$ cat src/rtl/core/assert_macros.svh
// ----------------------------------------------------------------------------
// assert_macros
// clocked assertion helpers shared by the deframer modules
// ----------------------------------------------------------------------------
`ifndef ASSERT_MACROS_SVH
`define ASSERT_MACROS_SVH

// property checked on every rising clk edge, off while arst_n is low
`define ASSERT_CLK(label, prop, msg) \
	label: assert property (@(posedge clk) disable iff (!arst_n) (prop)) else $error(msg);

// implication checked on every rising clk edge, off while arst_n is low
`define ASSERT_IMPLY(label, cond, prop, msg) \
	`ASSERT_CLK(label, (cond) |-> (prop), msg)

`endif

$ cat src/rtl/core/dfr_pkg.sv
// ----------------------------------------------------------------------------
// dfr_pkg
// shared codes, token type and crc step for the dle frame receiver
// ----------------------------------------------------------------------------
package dfr_pkg;

	localparam logic [7:0] DLE_CODE = 8'h10;
	localparam logic [7:0] STX_CODE = 8'h02;
	localparam logic [7:0] ETX_CODE = 8'h03;
	localparam logic [7:0] BROADCAST_ADDR = 8'hFF;
	localparam logic [15:0] CRC_POLY = 16'h1021;
	localparam logic [15:0] HEADER_BYTES = 16'd8;

	localparam logic [7:0] BOARD_ADDR_RESET = 8'd1;
	localparam logic [15:0] MAX_LEN_RESET = 16'd288;

	localparam logic REG_BOARD_ADDR = 1'b0;
	localparam logic REG_MAX_LEN = 1'b1;

	localparam int QUEUE_DEPTH = 2;

	typedef enum logic [2:0] {
		KIND_PAYLOAD = 3'd0,
		KIND_GOOD    = 3'd1,
		KIND_CRC_ERR = 3'd2,
		KIND_LEN_ERR = 3'd3,
		KIND_DROPPED = 3'd4
	} out_kind_t;

	typedef enum logic [1:0] {
		TOK_HDR  = 2'd0,
		TOK_BODY = 2'd1,
		TOK_DROP = 2'd2,
		TOK_END  = 2'd3
	} tok_kind_t;

	typedef struct packed {
		tok_kind_t   kind;
		logic [7:0]  data;
		logic [2:0]  idx;
		logic        emit;
		logic        len_err;
		logic [15:0] plen;
	} tok_t;

	function automatic logic [15:0] crc_step(input logic [15:0] crc, input logic [7:0] b);
		logic [15:0] c;
		c = crc ^ {b, 8'h00};
		for (int i = 0; i < 8; i++) begin
			if (c[15]) begin
				c = {c[14:0], 1'b0} ^ CRC_POLY;
			end else begin
				c = {c[14:0], 1'b0};
			end
		end
		return c;
	endfunction

endpackage

$ cat src/rtl/core/dle_frame_receiver_crc16.sv
// ----------------------------------------------------------------------------
// dle_frame_receiver_crc16
// dle stx/etx deframer with header checks and crc-16 (poly 0x1021, init 0)
//
// channel  dir  handshake           content
// s_*      in   s_tvalid/s_tready   tdata[7:0] rx_byte
// m_*      out  m_tvalid/m_tready   tdata payload/header fields, tuser out_kind
// cfg_*    in   cfg_valid/cfg_ready index 0 board_address, 1 max_length
//
// one raw byte per cycle while s_tready is high; the front end decides each
// byte in the cycle it arrives, the back end takes tokens from a two-entry
// queue, runs the crc step and loads the result register
// a byte's result is held in a queue entry, then in the result register
// reset clears framing state and loads the register defaults
// a stalled m_tready fills the queue, then s_tready drops
// ----------------------------------------------------------------------------
module dle_frame_receiver_crc16 (
	input  logic        clk,
	input  logic        arst_n,
	input  logic        s_tvalid,
	output logic        s_tready,
	input  logic [7:0]  s_tdata,   // rx_byte
	output logic        m_tvalid,
	input  logic        m_tready,
	output logic [55:0] m_tdata,   // payload_byte, source_addr, dest_addr, frame_type, command, payload_len
	output logic [2:0]  m_tuser,   // out_kind
	input  logic        cfg_valid,
	output logic        cfg_ready,
	input  logic        cfg_index,
	input  logic [15:0] cfg_data
);

	logic [7:0]  board_q;
	logic [15:0] maxlen_q;

	logic          q_ready;
	logic          push;
	dfr_pkg::tok_t push_tok;
	logic          q_valid;
	logic          pop;
	dfr_pkg::tok_t head;

	assign cfg_ready = 1'b1;
	assign s_tready  = q_ready;

	always_ff @(posedge clk or negedge arst_n) begin
		if (!arst_n) begin
			board_q  <= dfr_pkg::BOARD_ADDR_RESET;
			maxlen_q <= dfr_pkg::MAX_LEN_RESET;
		end else if (cfg_valid && cfg_ready) begin
			unique case (cfg_index)
				dfr_pkg::REG_BOARD_ADDR: board_q  <= cfg_data[7:0];
				dfr_pkg::REG_MAX_LEN:    maxlen_q <= cfg_data;
				default: ;
			endcase
		end
	end

	dfr_front u_front (
		.clk        (clk),
		.arst_n     (arst_n),
		.byte_valid (s_tvalid && q_ready),
		.byte_data  (s_tdata),
		.board_addr (board_q),
		.max_len    (maxlen_q),
		.push       (push),
		.tok        (push_tok)
	);

	dfr_queue u_queue (
		.clk      (clk),
		.arst_n   (arst_n),
		.push     (push),
		.push_tok (push_tok),
		.ready    (q_ready),
		.pop      (pop),
		.valid    (q_valid),
		.head     (head)
	);

	dfr_back u_back (
		.clk       (clk),
		.arst_n    (arst_n),
		.tok_valid (q_valid),
		.tok       (head),
		.pop       (pop),
		.m_tvalid  (m_tvalid),
		.m_tready  (m_tready),
		.m_tdata   (m_tdata),
		.m_tuser   (m_tuser)
	);

endmodule

$ cat src/rtl/core/dfr_front.sv
// ----------------------------------------------------------------------------
// dfr_front
// start hunt, dle destuffing and header checks; one token per in-frame marker or destuffed byte
// ----------------------------------------------------------------------------
`include "assert_macros.svh"

module dfr_front (
	input  logic            clk,
	input  logic            arst_n,
	input  logic            byte_valid,
	input  logic [7:0]      byte_data,
	input  logic [7:0]      board_addr,
	input  logic [15:0]     max_len,
	output logic            push,
	output dfr_pkg::tok_t   tok
);

	logic        in_frame_q;
	logic        dle_q;
	logic [16:0] cnt_q;
	logic [15:0] len_q;

	logic        in_frame_d;
	logic        dle_d;
	logic [16:0] cnt_d;
	logic [15:0] len_d;
	logic        gen;
	logic [15:0] fl;
	logic [16:0] lim;
	logic        bad;

	assign fl  = {len_q[15:8], byte_data};
	assign lim = {1'b0, len_q} + 17'd2;

	always_comb begin
		in_frame_d = in_frame_q;
		dle_d      = dle_q;
		cnt_d      = cnt_q;
		len_d      = len_q;
		gen        = 1'b0;
		bad        = 1'b0;
		tok        = '0;
		tok.kind   = dfr_pkg::TOK_HDR;
		tok.data   = byte_data;
		if (!in_frame_q) begin
			if (byte_data == dfr_pkg::DLE_CODE) begin
				dle_d = 1'b1;
			end else if (byte_data == dfr_pkg::STX_CODE && dle_q) begin
				in_frame_d = 1'b1;
				dle_d      = 1'b0;
				cnt_d      = '0;
				len_d      = '0;
			end else begin
				dle_d = 1'b0;
			end
		end else if (byte_data == dfr_pkg::DLE_CODE && !dle_q) begin
			dle_d = 1'b1;
		end else if (dle_q && byte_data == dfr_pkg::STX_CODE) begin
			dle_d    = 1'b0;
			cnt_d    = '0;
			len_d    = '0;
			gen      = 1'b1;
			tok.kind = dfr_pkg::TOK_DROP;
		end else if (dle_q && byte_data == dfr_pkg::ETX_CODE) begin
			in_frame_d  = 1'b0;
			dle_d       = 1'b0;
			cnt_d       = '0;
			len_d       = '0;
			gen         = 1'b1;
			tok.kind    = dfr_pkg::TOK_END;
			tok.len_err = (cnt_q != lim);
			tok.plen    = (cnt_q >= 17'd2) ? len_q - dfr_pkg::HEADER_BYTES : 16'd0;
		end else begin
			dle_d = 1'b0;
			gen   = 1'b1;
			if (cnt_q >= 17'd2 && cnt_q >= lim) begin
				bad = 1'b1;
			end
			if (cnt_q == 17'd1 && (fl < dfr_pkg::HEADER_BYTES || fl > max_len)) begin
				bad = 1'b1;
			end
			if ((cnt_q == 17'd3 || cnt_q == 17'd5) && byte_data != 8'h00) begin
				bad = 1'b1;
			end
			if (cnt_q == 17'd4 && byte_data != board_addr
					&& byte_data != dfr_pkg::BROADCAST_ADDR) begin
				bad = 1'b1;
			end
			if (bad) begin
				in_frame_d = 1'b0;
				cnt_d      = '0;
				len_d      = '0;
				tok.kind   = dfr_pkg::TOK_DROP;
			end else begin
				if (cnt_q == 17'd0) begin
					len_d = {byte_data, 8'h00};
				end else if (cnt_q == 17'd1) begin
					len_d = fl;
				end
				cnt_d    = cnt_q + 17'd1;
				tok.idx  = cnt_q[2:0];
				tok.kind = (cnt_q < 17'd8) ? dfr_pkg::TOK_HDR : dfr_pkg::TOK_BODY;
				tok.emit = (cnt_q >= 17'd10);
			end
		end
	end

	assign push = byte_valid && gen;

	always_ff @(posedge clk or negedge arst_n) begin
		if (!arst_n) begin
			in_frame_q <= 1'b0;
			dle_q      <= 1'b0;
			cnt_q      <= '0;
			len_q      <= '0;
		end else if (byte_valid) begin
			in_frame_q <= in_frame_d;
			dle_q      <= dle_d;
			cnt_q      <= cnt_d;
			len_q      <= len_d;
		end
	end

	// leaving a frame always hands a drop or end token to the back end
	`ASSERT_IMPLY(a_leave_has_token, $fell(in_frame_q), $past(push), "frame left without token")

endmodule

$ cat src/rtl/core/dfr_queue.sv
// ----------------------------------------------------------------------------
// dfr_queue
// two-entry token queue between front and back
// ----------------------------------------------------------------------------
`include "assert_macros.svh"

module dfr_queue (
	input  logic            clk,
	input  logic            arst_n,
	input  logic            push,
	input  dfr_pkg::tok_t   push_tok,
	output logic            ready,
	input  logic            pop,
	output logic            valid,
	output dfr_pkg::tok_t   head
);

	dfr_pkg::tok_t mem_q [dfr_pkg::QUEUE_DEPTH];
	logic       wr_q;
	logic       rd_q;
	logic [1:0] count_q;

	assign ready = (count_q != 2'(dfr_pkg::QUEUE_DEPTH));
	assign valid = (count_q != 2'd0);
	assign head  = mem_q[rd_q];

	always_ff @(posedge clk) begin
		if (push) begin
			mem_q[wr_q] <= push_tok;
		end
	end

	always_ff @(posedge clk or negedge arst_n) begin
		if (!arst_n) begin
			wr_q    <= 1'b0;
			rd_q    <= 1'b0;
			count_q <= '0;
		end else begin
			if (push) begin
				wr_q <= ~wr_q;
			end
			if (pop) begin
				rd_q <= ~rd_q;
			end
			count_q <= count_q + 2'(push) - 2'(pop);
		end
	end

	`ASSERT_IMPLY(a_no_pop_empty, pop, count_q != 2'd0, "pop from empty queue")
	`ASSERT_IMPLY(a_no_push_full, push && !pop, count_q != 2'(dfr_pkg::QUEUE_DEPTH),
		"push into full queue")

endmodule

$ cat src/rtl/core/dfr_back.sv
// ----------------------------------------------------------------------------
// dfr_back
// crc, two-byte hold-back, header capture and result register
// ----------------------------------------------------------------------------
`include "assert_macros.svh"

module dfr_back (
	input  logic            clk,
	input  logic            arst_n,
	input  logic            tok_valid,
	input  dfr_pkg::tok_t   tok,
	output logic            pop,
	output logic            m_tvalid,
	input  logic            m_tready,
	output logic [55:0]     m_tdata,
	output logic [2:0]      m_tuser
);

	logic [15:0] crc_q;
	logic [7:0]  held0_q;
	logic [7:0]  held1_q;
	logic [7:0]  src_q;
	logic [7:0]  dst_q;
	logic [7:0]  typ_q;
	logic [7:0]  cmd_q;
	logic        ovalid_q;
	logic [55:0] odata_q;
	logic [2:0]  okind_q;

	logic [7:0]  crc_in;
	logic [15:0] crc_next;
	logic        res;
	logic [55:0] rdata;
	dfr_pkg::out_kind_t rkind;

	assign pop      = tok_valid && (!ovalid_q || m_tready);
	assign crc_in   = (tok.kind == dfr_pkg::TOK_HDR) ? tok.data : held0_q;
	assign crc_next = dfr_pkg::crc_step(crc_q, crc_in);

	always_comb begin
		res   = 1'b0;
		rdata = '0;
		rkind = dfr_pkg::KIND_PAYLOAD;
		unique case (tok.kind)
			dfr_pkg::TOK_HDR: begin
				res = 1'b0;
			end
			dfr_pkg::TOK_BODY: begin
				res        = tok.emit;
				rdata[7:0] = held0_q;
			end
			dfr_pkg::TOK_DROP: begin
				res   = 1'b1;
				rkind = dfr_pkg::KIND_DROPPED;
			end
			dfr_pkg::TOK_END: begin
				res   = 1'b1;
				rdata = {tok.plen, cmd_q, typ_q, dst_q, src_q, 8'h00};
				if (tok.len_err) begin
					rkind = dfr_pkg::KIND_LEN_ERR;
				end else if ({held0_q, held1_q} == crc_q) begin
					rkind = dfr_pkg::KIND_GOOD;
				end else begin
					rkind = dfr_pkg::KIND_CRC_ERR;
				end
			end
			default: begin
				res = 1'b0;
			end
		endcase
	end

	always_ff @(posedge clk or negedge arst_n) begin
		if (!arst_n) begin
			crc_q   <= '0;
			held0_q <= '0;
			held1_q <= '0;
			src_q   <= '0;
			dst_q   <= '0;
			typ_q   <= '0;
			cmd_q   <= '0;
		end else if (pop) begin
			unique case (tok.kind)
				dfr_pkg::TOK_HDR: begin
					crc_q <= crc_next;
					case (tok.idx)
						3'd2: src_q <= tok.data;
						3'd4: dst_q <= tok.data;
						3'd6: typ_q <= tok.data;
						3'd7: cmd_q <= tok.data;
						default: ;
					endcase
				end
				dfr_pkg::TOK_BODY: begin
					if (tok.emit) begin
						crc_q <= crc_next;
					end
					held0_q <= held1_q;
					held1_q <= tok.data;
				end
				default: begin
					crc_q   <= '0;
					held0_q <= '0;
					held1_q <= '0;
					src_q   <= '0;
					dst_q   <= '0;
					typ_q   <= '0;
					cmd_q   <= '0;
				end
			endcase
		end
	end

	always_ff @(posedge clk or negedge arst_n) begin
		if (!arst_n) begin
			ovalid_q <= 1'b0;
		end else if (pop && res) begin
			ovalid_q <= 1'b1;
		end else if (m_tready) begin
			ovalid_q <= 1'b0;
		end
	end

	always_ff @(posedge clk) begin
		if (pop && res) begin
			odata_q <= rdata;
			okind_q <= rkind;
		end
	end

	assign m_tvalid = ovalid_q;
	assign m_tdata  = odata_q;
	assign m_tuser  = okind_q;

	`ASSERT_IMPLY(a_drop_is_blank, m_tvalid && m_tuser == dfr_pkg::KIND_DROPPED,
		m_tdata == 56'd0, "dropped result carries data")

endmodule
$ cat config.mk
export PLATFORM = sky130hd
export DESIGN_NAME = dle_frame_receiver_crc16
export DESIGN_NICKNAME = d
export VERILOG_FILES = /design/src/rtl/core/dfr_pkg.sv /design/src/rtl/core/dle_frame_receiver_crc16.sv /design/src/rtl/core/dfr_front.sv /design/src/rtl/core/dfr_queue.sv /design/src/rtl/core/dfr_back.sv
export VERILOG_INCLUDE_DIRS = /design/src /design/src/rtl/core
export SDC_FILE = /design/constraint.sdc
export NUM_CORES = 1
export LEC_CHECK = 0
export ABC_AREA = 1
export ABC_CLOCK_PERIOD_IN_PS = 5800
export BUFFER_PORTS_ARGS = -buffer_cell sky130_fd_sc_hd__buf_2
export CAP_MARGIN = 20
export CELL_PAD_IN_SITES_DETAIL_PLACEMENT = 1
export CELL_PAD_IN_SITES_GLOBAL_PLACEMENT = 1
export CORE_MARGIN = 3
export CORE_UTILIZATION = 47
export CTS_CLUSTER_DIAMETER = 200
export DETAILED_ROUTE_END_ITERATION = 6
export GPL_TIMING_DRIVEN = 0
export PLACE_DENSITY = 0.88
export SLEW_MARGIN = 30
export SYNTH_ARGS = -nofsm -noshare
export SYNTH_HDL_FRONTEND = slang
export SYNTH_SLANG_ARGS = --single-unit
$ cat constraint.sdc
create_clock -name clk -period 5.8 [get_ports clk]
set_input_delay 0.87 -clock clk [delete_from_list [all_inputs] [get_ports clk]]
set_output_delay 0.87 -clock clk [all_outputs]
set_load 0.005 [all_outputs]
# Word level (Yosys, flattened, before mapping)

Memory sizes are Yosys's and may differ from the RTL's.
Index checks and enable logic that the tools add are counted.

Memories: 1
Output and inout bits: 62
Memory bits (writable): 62
Bits of input ports: 30
Bits in registers: 187

Memory list:

| memory        | words | bits a word | read ports | clocked after Yosys merged registers in | write ports | RTL line        | RTL |
|---|---|---|---|---|---|---|---|
| u_queue.mem_q | 2     | 31          | 1          | 0                                       | 1           | dfr_queue.sv:18 | `dfr_pkg::tok_t mem_q [dfr_pkg::QUEUE_DEPTH];` |

Bitwise logic cells: 14
Equality and inequality tests: 27
Order comparisons: 6
Muxes and demuxes: 78
Add/sub/neg operators: 5
Reductions and logical operators: 37

Operators by type and width:

| operator                                                                              | number |
|---|---|
| 16-bit two-way mux                                                                    | 10 |
| 17-bit two-way mux                                                                    | 8 |
| 13-bit two-way mux                                                                    | 8 |
| 8-bit case mux with 2 select lines                                                    | 6 |
| 21-bit two-way mux                                                                    | 3 |
| 8-bit two-way mux                                                                     | 6 |
| 17-bit by 3-bit == test with 1-bit output (second input constant)                     | 2 |
| 16-bit case mux with 2 select lines                                                   | 1 |
| 1-bit two-way mux                                                                     | 25 |
| 3-bit inverter                                                                        | 8 |
| 16-bit by 2-bit adder with 17-bit output (second input constant)                      | 1 |
| 17-bit by 1-bit adder with 17-bit output (second input constant)                      | 1 |
| 17-bit by 1-bit == test with 1-bit output (second input constant)                     | 1 |
| 17-bit by 2-bit == test with 1-bit output (second input constant)                     | 1 |
| 17-bit greater-or-equal comparator                                                    | 1 |
| 17-bit by 2-bit greater-or-equal comparator with 1-bit output (second input constant) | 1 |
| 17-bit by 4-bit greater-or-equal comparator with 1-bit output (second input constant) | 1 |
| 17-bit logical NOT                                                                    | 1 |
| 17-bit by 4-bit < comparator with 1-bit output (second input constant)                | 1 |
| 17-bit inequality test                                                                | 1 |
| 16-bit == test                                                                        | 1 |
| 8-bit by 2-bit == test with 1-bit output (second input constant)                      | 2 |
| 16-bit greater-than comparator                                                        | 1 |
| 16-bit by 4-bit < comparator with 1-bit output (second input constant)                | 1 |
| 32 further kinds                                                                      | 75 |

# Longest topological paths before layout

Gate-level depths: netlist (run 1).
An unclocked memory read counts as a cell.

Word-level depth: 22
Gate-level depth with buffers: 23

# Modules after synthesis

A second synthesis (run 1) with hierarchy kept.

Cells, all modules: 1488
Area total of the unflattened synthesis: 13147.6 sq um

Modules (own cells, without submodules):

| module                   | sequential area each (sq um) | area an instance (sq um) | cells an instance | instances |
|---|---|---|---|---|
| dfr_back                 | 3398.3                       | 5497.8                   | 583               | 1 |
| dfr_front                | 875.8                        | 3985.1                   | 609               | 1 |
| dfr_queue                | 1961.9                       | 2651.3                   | 187               | 1 |
| dle_frame_receiver_crc16 | 604.3                        | 1013.5                   | 109               | 1 |

# Worst setup path after synthesis (run 1)

OpenSTA, ideal clock, no wires.

Path type: input port to flip-flop
Start point: in m_tready
End point: reg u_back.odata_q[0] (netlist: u_back.m_tdata[0]), enable pin
Arrival time: 3.917 ns
Setup slack: 1.406 ns
Stages on the path: 5
Library setup time: 0.476 ns
Cells stage by stage: o22ai_1 nor2_1 inv_1 clkbuf_1 nor2_1

Word-level cells in the longest chain between the ends: 3

RTL lines:

| item                   | RTL line                       | RTL |
|---|---|---|
| start: declaration     | dle_frame_receiver_crc16.sv:24 | `input logic m_tready,` |
| 1-bit logical OR       | dfr_back.sv:36                 | `assign pop = tok_valid && (!ovalid_q \|\| m_tready);` |
| 1-bit logical AND      | dfr_back.sv:36                 |  |
| 1-bit logical AND      | dfr_back.sv:125                | `if (pop && res) begin` |
| end signal: assignment | dfr_back.sv:126                | `odata_q <= rdata;` |
| end: declaration       | dfr_back.sv:27                 | `logic [55:0] odata_q;` |

Every way passes these cells.
A chain may end at the register's enable or synchronous reset.

==> out/qor.csv, run 1 <==
stage,metric,value,unit
floorplan,Die Y,168,um
logic_synthesis,Synth top cells by count,"nand2_1 (288), inv_1 (181), nor2_1 (152), dfrtp_1 (125), edfxtp_1 (121)",
logic_synthesis,Post-Syn Area,12300,um2
final_layout,nets,1522,
power,Reg power frac,37.1,%
worst_setup_path,CP max FO,10,
timing,"crit path setup slack, layout",1.59,ns
power,P_sw,3.08,mW
cts,Resized Gates After CTS,0,
global_routing,grt met2 use,45.2,%
cts,CTS tree,built,
worst_setup_path,"setup slack, reg-to-reg",1.59,ns
logic_synthesis,flop and latch count out of synthesis,249,
routing,Antenna Nets Post-Route,0,
worst_setup_path,r2r endpoint,u_queue.mem_q[0][17],
routing,DR WL/cell,19.8,um
floorplan,die span in x,168,um
timing,Setup TNS,0,ns
worst_setup_path,Worst EP arrival,4.56,ns
logic_synthesis,Synth Flop Type,dfrtp_1,
timing,fin. max-slew vios,0,
worst_setup_path,CP startpoint,u_front.len_q[3],
cts,Inserted Clock Buffers,26,
worst_setup_path,WP data required,6.15,ns
placement,pre-CTS setup slack,1.73,ns
timing,part of the cycle the worst path needs,72.6,%
power,Combinational Power Share,41.1,%
timing,Final Hold Fails,0,
worst_setup_path,critical path class,flip-flop to flip-flop,
routing,drt total wl,35.6,mm
logic_synthesis,most numerous cell in the Yosys netlist,nand2_1,
global_routing,initial antenna violation count,0,
floorplan,Initial Util,48.3,%
logic_synthesis,post-synthesis instance total,1327,
global_routing,GR peak layer,met2,
timing,setup violators final,0,
power,Pwr Total,7.34,mW
logic_synthesis,Post-synth EDFFs,121,
job,Max Cap Viol,0,
logic_synthesis,syn nets,1399,
hold_path,hold crit path type,input port to async pin,
final_layout,synthesis-to-finish area growth,15.0,%
global_routing,met1 GRT Util,31.8,%
routing,vias per cell,5.48,
timing,Slew Limit Headroom,48.9,%
worst_setup_path,worst reg2reg startpoint,u_front.len_q[3],
routing,Initial DRT Pass Iterations,5,
final_layout,ant diodes,0,
cts,H-tree levels,1,
placement,dpl hpwl,25.9,mm
global_routing,total grt overflow,0,
timing,final setup skew,0.00804,ns
worst_setup_path,R2R depth,18,
power,Max VDD drop,0.000295,V
power,Clock Power Share,21.7,%
global_routing,largest net degree at the start of global routing,71,
worst_setup_path,CP Capture Type,flip-flop,
worst_setup_path,CP endpoint,u_queue.mem_q[0][17],
floorplan,# IOs,92,
global_routing,global-route usage over all layers,25.1,%
floorplan,area of the die,28100,um2
cts,root buffer cell,clkbuf_16,
worst_setup_path,Worst Setup Start Kind,flip-flop,
timing,RSZ-0062 raised after global routing,no,
final_layout,layout cells sized above 1,12.6,%
power,P_int,4.26,mW
placement,Placer Congestion,0.916,
logic_synthesis,Async SR Flop Fraction,51.4,%
cts,"Clk Latency, worst-skew pair",0.54,ns
logic_synthesis,Synth area leaders,"edfxtp_1 (30%), dfrtp_1 (25%), nand2_1 (8.8%), inv_1 (5.5%), nor2_1 (4.6%)",
logic_synthesis,Unique masters post-synth,49,
logic_synthesis,Yosys top cell area share,29.6,%
global_routing,first-pass GRT wire length,56.6,mm
routing,DRC viols,0,
timing,FMAX,0.238,GHz
logic_synthesis,syn_area_per_cell,9.25,um2
timing,Final min period,4.21,ns
global_routing,met3 Track Usage GR,3.00,%
cts,Clock Pin Slew Worst Setup and Hold Paths,0.06,ns
power,Leak,6.34,nW
cts,# clock sinks,249,
logic_synthesis,sequential share of the synthesized area,55.7,%
run_status,status,finished clean,
power,Sw Share,42.0,%
global_routing,vias in the first global route,10600,
power,Cell Pwr Density,520,nW/um2
placement,Port Buf Inserts,90,
floorplan,Core Area,25400,um2
routing,Initial DRC Count,698,
logic_synthesis,largest area contributor in the netlist,edfxtp_1,
cts,Hold Buf Count CTS,0,
logic_synthesis,Yosys Warn Count,0,
floorplan,# rows,58,
timing,Worst-Margin Slew,0.764,ns
cts,buffer depth of the longest clock path,3,
cts,post-CTS setup buffers,0,
final_layout,fill cell count,2985,
routing,via total after detailed routing,9866,
==> critical path: stages, from the launching register on <==
cell and delay, ns:
dfrtp_1 0.43, inv_1 0.13, nor3_1 0.39, nand3_1 0.25
nor3_1 0.43, nand2_1 0.13, xor2_1 0.18, ha_1 0.30
a21oi_1 0.16, nor2_1 0.07, nor2_1 0.12, nand2_1 0.07
nor2_1 0.12, nand2_1 0.11, a21oi_4 0.20, nand2_4 0.14
nor3_4 0.32, nand2_1 0.23, nor2_1 0.24
==> cells by family (layout without fill, tap and decap cells) <==
group	Yosys count	after routing	share of synthesized area [%]
other	1	1	0.0305
and+or+nand+nor	564	564	19.4
muxes	1	1	0.0815
xor gates and xnor gates	64	64	4.87
buffers and inverters	221	364	6.94
adders and majority gates	42	42	4.28
AOI/OAI and AO/OA	185	185	8.62
DFF	249	249	55.7
==> stage by stage <==
step	hold slack, ns	std cells	instance area (um2)	utilization [%]
detailed placement	0.474	1752	13300	52.4
global placement	0.468	1747	13100	51.7
global route	0.331	1800	14100	55.6
floorplan	0.452	1327	12300	-
CTS	0.318	1800	14100	55.6
finish	0.288	1800	14100	55.6
==> per-layer routing <==
| layer | share of wire (%) | vias to the layer above |
|---|---|---|
| met3 | 4.9 | 75 |
| met4 | 3.0 | 0 |
| met5 | 0 | - |
| li1 | - | 4574 |
| met2 | 50 | 293 |
| met1 | 42 | 4924 |
==> state kept, by name, summed over array words and instances, names as in the netlist, 16 cells and up <==
| signal | count |
|---|---|
| maxlen_q | 16 |
| u_back.m_tdata | 56 |
| u_front.cnt_q | 17 |
| u_back.crc_q | 16 |
| u_queue.mem_q | 62 |
| u_front.len_q | 16 |
==> layout by cell type (no fill, tap or decap), types with 12 or more instances in the layout <==
cell and instances:
nor2_1 149, clkbuf_1 31, nand3_1 51, dfrtp_1 125, clkbuf_16 27, xor2_1 41, xnor2_1 18, o21ai_0 74
nor3_1 24, buf_2 95, o22ai_1 16, ha_1 42, inv_1 181, edfxtp_1 121, nand2_1 288, nand4_1 24
a21oi_1 49, o21ai_1 12
==> how the worst min path moves through the flow <==
stage                              to  slack, ns  cells after the start
global placement      u_back.cmd_q[3]       0.47                      2
global route               board_q[6]       0.33                      1
CTS                        board_q[6]       0.32                      1
detailed placement    u_back.cmd_q[7]       0.47                      2
finish                     board_q[5]       0.29                      1
floorplan           u_back.held1_q[4]       0.45                      2
==> power by group through the flow <==
stage               Clock, mW  Combinational [mW]  Sequential [mW]
global route             1.68                3.31             2.78
detailed placement          0                2.94             2.75
global placement            0                2.67             2.73
finish                   1.60                3.02             2.73
CTS                      1.61                3.00             2.73
floorplan                   0                1.86             2.70
==> final cells by class <==
| cell class | count | area [um2] | share of cell area [%] |
|---|---|---|---|
| clock buffer | 40 | 764 | 5.42 |
| timing repair buffer | 95 | 598 | 4.24 |
| tap | 330 | 413 | 2.93 |
| sequential | 249 | 6840 | 48.5 |
| multi-input combinational | 857 | 4610 | 32.6 |
| inverter | 187 | 702 | 4.97 |
| buffer | 34 | 150 | 1.06 |
| clock inverter | 8 | 42.5 | 0.301 |
Power figures use the tool's default switching activity.
==> inputs of run 2 (changes only) <==
--- a/config.mk
+++ b/config.mk
@@ -7,7 +7,7 @@
 export NUM_CORES = 1
 export LEC_CHECK = 0
 export ABC_AREA = 1
-export ABC_CLOCK_PERIOD_IN_PS = 5800
+export ABC_CLOCK_PERIOD_IN_PS = 4100
 export BUFFER_PORTS_ARGS = -buffer_cell sky130_fd_sc_hd__buf_2
 export CAP_MARGIN = 20
 export CELL_PAD_IN_SITES_DETAIL_PLACEMENT = 1
==> constraint.sdc (replaced) <==
create_clock -name clk -period 4.1 [get_ports clk]
set_input_delay 0.615 -clock clk [delete_from_list [all_inputs] [get_ports clk]]
set_output_delay 0.615 -clock clk [all_outputs]
set_load 0.005 [all_outputs]
==> run 2 against run 1 <==
Critical endpoint is now u_queue.mem_q[0][18]. Largest power group unchanged. Non-clock buffer count unchanged. Clock skew increased by 0.018 ns. Clock power increased by 55%. Largest cell class unchanged. Register-to-register slack got worse by 1.4 ns. Critical path depth unchanged. Cell area increased by 0.81%. Critical path type unchanged. Global-route usage increased by 0.96 points.
==> out/qor.csv, run 2 (same netlist as run 1, synthesis figures left out) <==
stage,metric,value,unit
run_status,status,finished clean,
routing,Antenna Nets Post-Route,0,
worst_setup_path,CP Capture Type,flip-flop,
cts,Clock Pin Slew Worst Setup and Hold Paths,0.06,ns
worst_setup_path,CP max FO,10,
routing,Initial DRT Pass Iterations,5,
global_routing,first-pass GRT wire length,58.7,mm
cts,CTS tree,built,
cts,root buffer cell,clkbuf_16,
timing,Final min period,3.87,ns
routing,Initial DRC Count,969,
cts,# clock sinks,249,
global_routing,total grt overflow,0,
final_layout,"commonest cells after routing, fill and taps aside","nand2_1 (288), inv_1 (181), nor2_1 (148), dfrtp_1 (125), edfxtp_1 (121)",
global_routing,global-route usage over all layers,26.1,%
final_layout,ant diodes,0,
cts,"Clk Latency, worst-skew pair",0.54,ns
global_routing,initial antenna violation count,0,
timing,Worst-Margin Slew,0.731,ns
worst_setup_path,Slowest cell on crit path,dfrtp_1,
timing,RSZ-0062 raised after global routing,no,
timing,final setup skew,0.0256,ns
worst_setup_path,WP data required,4.43,ns
global_routing,met1 GRT Util,32.5,%
power,Leak,6.40,nW
floorplan,# IOs,92,
floorplan,area of the die,28100,um2
power,Max VDD drop,0.000443,V
cts,H-tree levels,1,
cts,Inserted Clock Buffers,27,
global_routing,largest net degree at the start of global routing,74,
cts,Hold Buf Count CTS,0,
placement,cell total after placement,1752,
worst_setup_path,"CP delay by family, top",simple AND/OR/NAND/NOR gates,
floorplan,# rows,58,
floorplan,die span in x,168,um
timing,part of the cycle the worst path needs,94.3,%
worst_setup_path,Worst Setup Start Kind,flip-flop,
placement,DP Area,13300,um2
routing,drt total wl,36.5,mm
timing,FMAX,0.259,GHz
worst_setup_path,Crit. path cell count,18,
final_layout,nets,1523,
timing,Slew Limit Headroom,51.1,%
placement,Port Buf Inserts,90,
routing,via total after detailed routing,10000,
final_layout,Finished Core Util,56.0,%
final_layout,layout cells sized above 1,12.8,%
timing,Fin Hold WS,0.0463,ns
final_layout,Non-Filler Instances,1801,
timing,Final Hold Fails,0,
cts,buffer depth of the longest clock path,3,
final_layout,"commonest non-fill, non-tap cell in the layout",nand2_1,
worst_setup_path,CP Buf/Inv Count,1,
global_routing,grt met2 use,46.2,%
routing,DR WL/cell,20.3,um
final_layout,Register Area,6840,um2
timing,"crit path setup slack, layout",0.232,ns
floorplan,Die Y,168,um
final_layout,fill cell count,2944,
worst_setup_path,Worst path max stage delay,0.46,ns
global_routing,GR peak layer,met2,
final_layout,"Design Area, Final",14200,um2
worst_setup_path,R2R depth,18,
floorplan,Initial Util,48.3,%
final_layout,max reg flops,62,
worst_setup_path,Worst EP arrival,4.20,ns
placement,dpl hpwl,25.6,mm
routing,DRC viols,0,
floorplan,Core Area,25400,um2
hold_path,hold crit path type,input port to async pin,
timing,fin. max-slew vios,0,
worst_setup_path,crit path cell chain,inv_1 -> nor3_1 -> nand3_1 -> nor3_2 -> nand2_1 -> xor2_1 -> ha_1 -> a21oi_1 -> nor2_1 -> nor2_1 -> nand2_1 -> nor2_1 -> nand2_1 -> a21oi_4 -> nand2_4 -> nor3_4 -> nand2_1 -> nor2_1,
final_layout,synthesis-to-finish area growth,15.9,%
final_layout,multi-input logic area,4630,um2
placement,Placer Congestion,0.904,
global_routing,met3 Track Usage GR,3.35,%
placement,pre-CTS setup slack,0.102,ns
job,Max Cap Viol,0,
global_routing,vias in the first global route,10800,
routing,vias per cell,5.56,
timing,setup violators final,0,
power,Cell Pwr Density,752,nW/um2
worst_setup_path,critical path class,flip-flop to flip-flop,
final_layout,Reg with most FFs,u_queue.mem_q,
worst_setup_path,"setup slack, reg-to-reg",0.23,ns
[run 2: where the power goes]
group	total [mW]	internal [mW]	switching (mW)
Clock	2.48	1.49	0.988
Sequential	3.86	3.42	0.444
Combinational	4.36	1.37	2.99
[run 2: routing by layer]
layer,vias to the layer above,part of all wire (%)
met5,-,0
met4,0,4.3
met3,117,4.8
met2,355,50
met1,4983,41
li1,4566,-
[run 2: per-stage QoR]
step	TNS (ns)	power [mW]
global route	0	11.3
finish	0	10.7
CTS	0	10.6
detailed placement	0	8.03
global placement	-49.82	7.63
floorplan	0	6.45
[run 2: path summary, 6_finish.rpt]
path | from | end
max | u_front.len_q[3] | u_queue.mem_q[0][18]
min | arst_n | board_q[6]
max reg2reg | u_front.len_q[3] | u_queue.mem_q[0][18]
min reg2reg | maxlen_q[2] | maxlen_q[2]
max in group asynchronous | arst_n | u_back.crc_q[15]
min in group clk | m_tready | u_back.m_tvalid
[run 2: layout make-up]
type / count / share of cell area, %
Clock buffer: 42 / 5.50
Inverter: 187 / 4.93
Sequential cell: 249 / 48.1
Buffer: 33 / 1.03
Clock inverter: 7 / 0.765
Tap cell: 330 / 2.90
Multi-Input combinational cell: 857 / 32.6
Timing Repair Buffer: 96 / 4.26
[run 2: repair_timing]
action | CTS | global route
gates resized for setup | 2 | 3
setup buffers | 0 | 1
endpoints found under the setup margin | 2 | 17
endpoints found under the hold margin | 0 | 0
pin swaps | 0 | 1
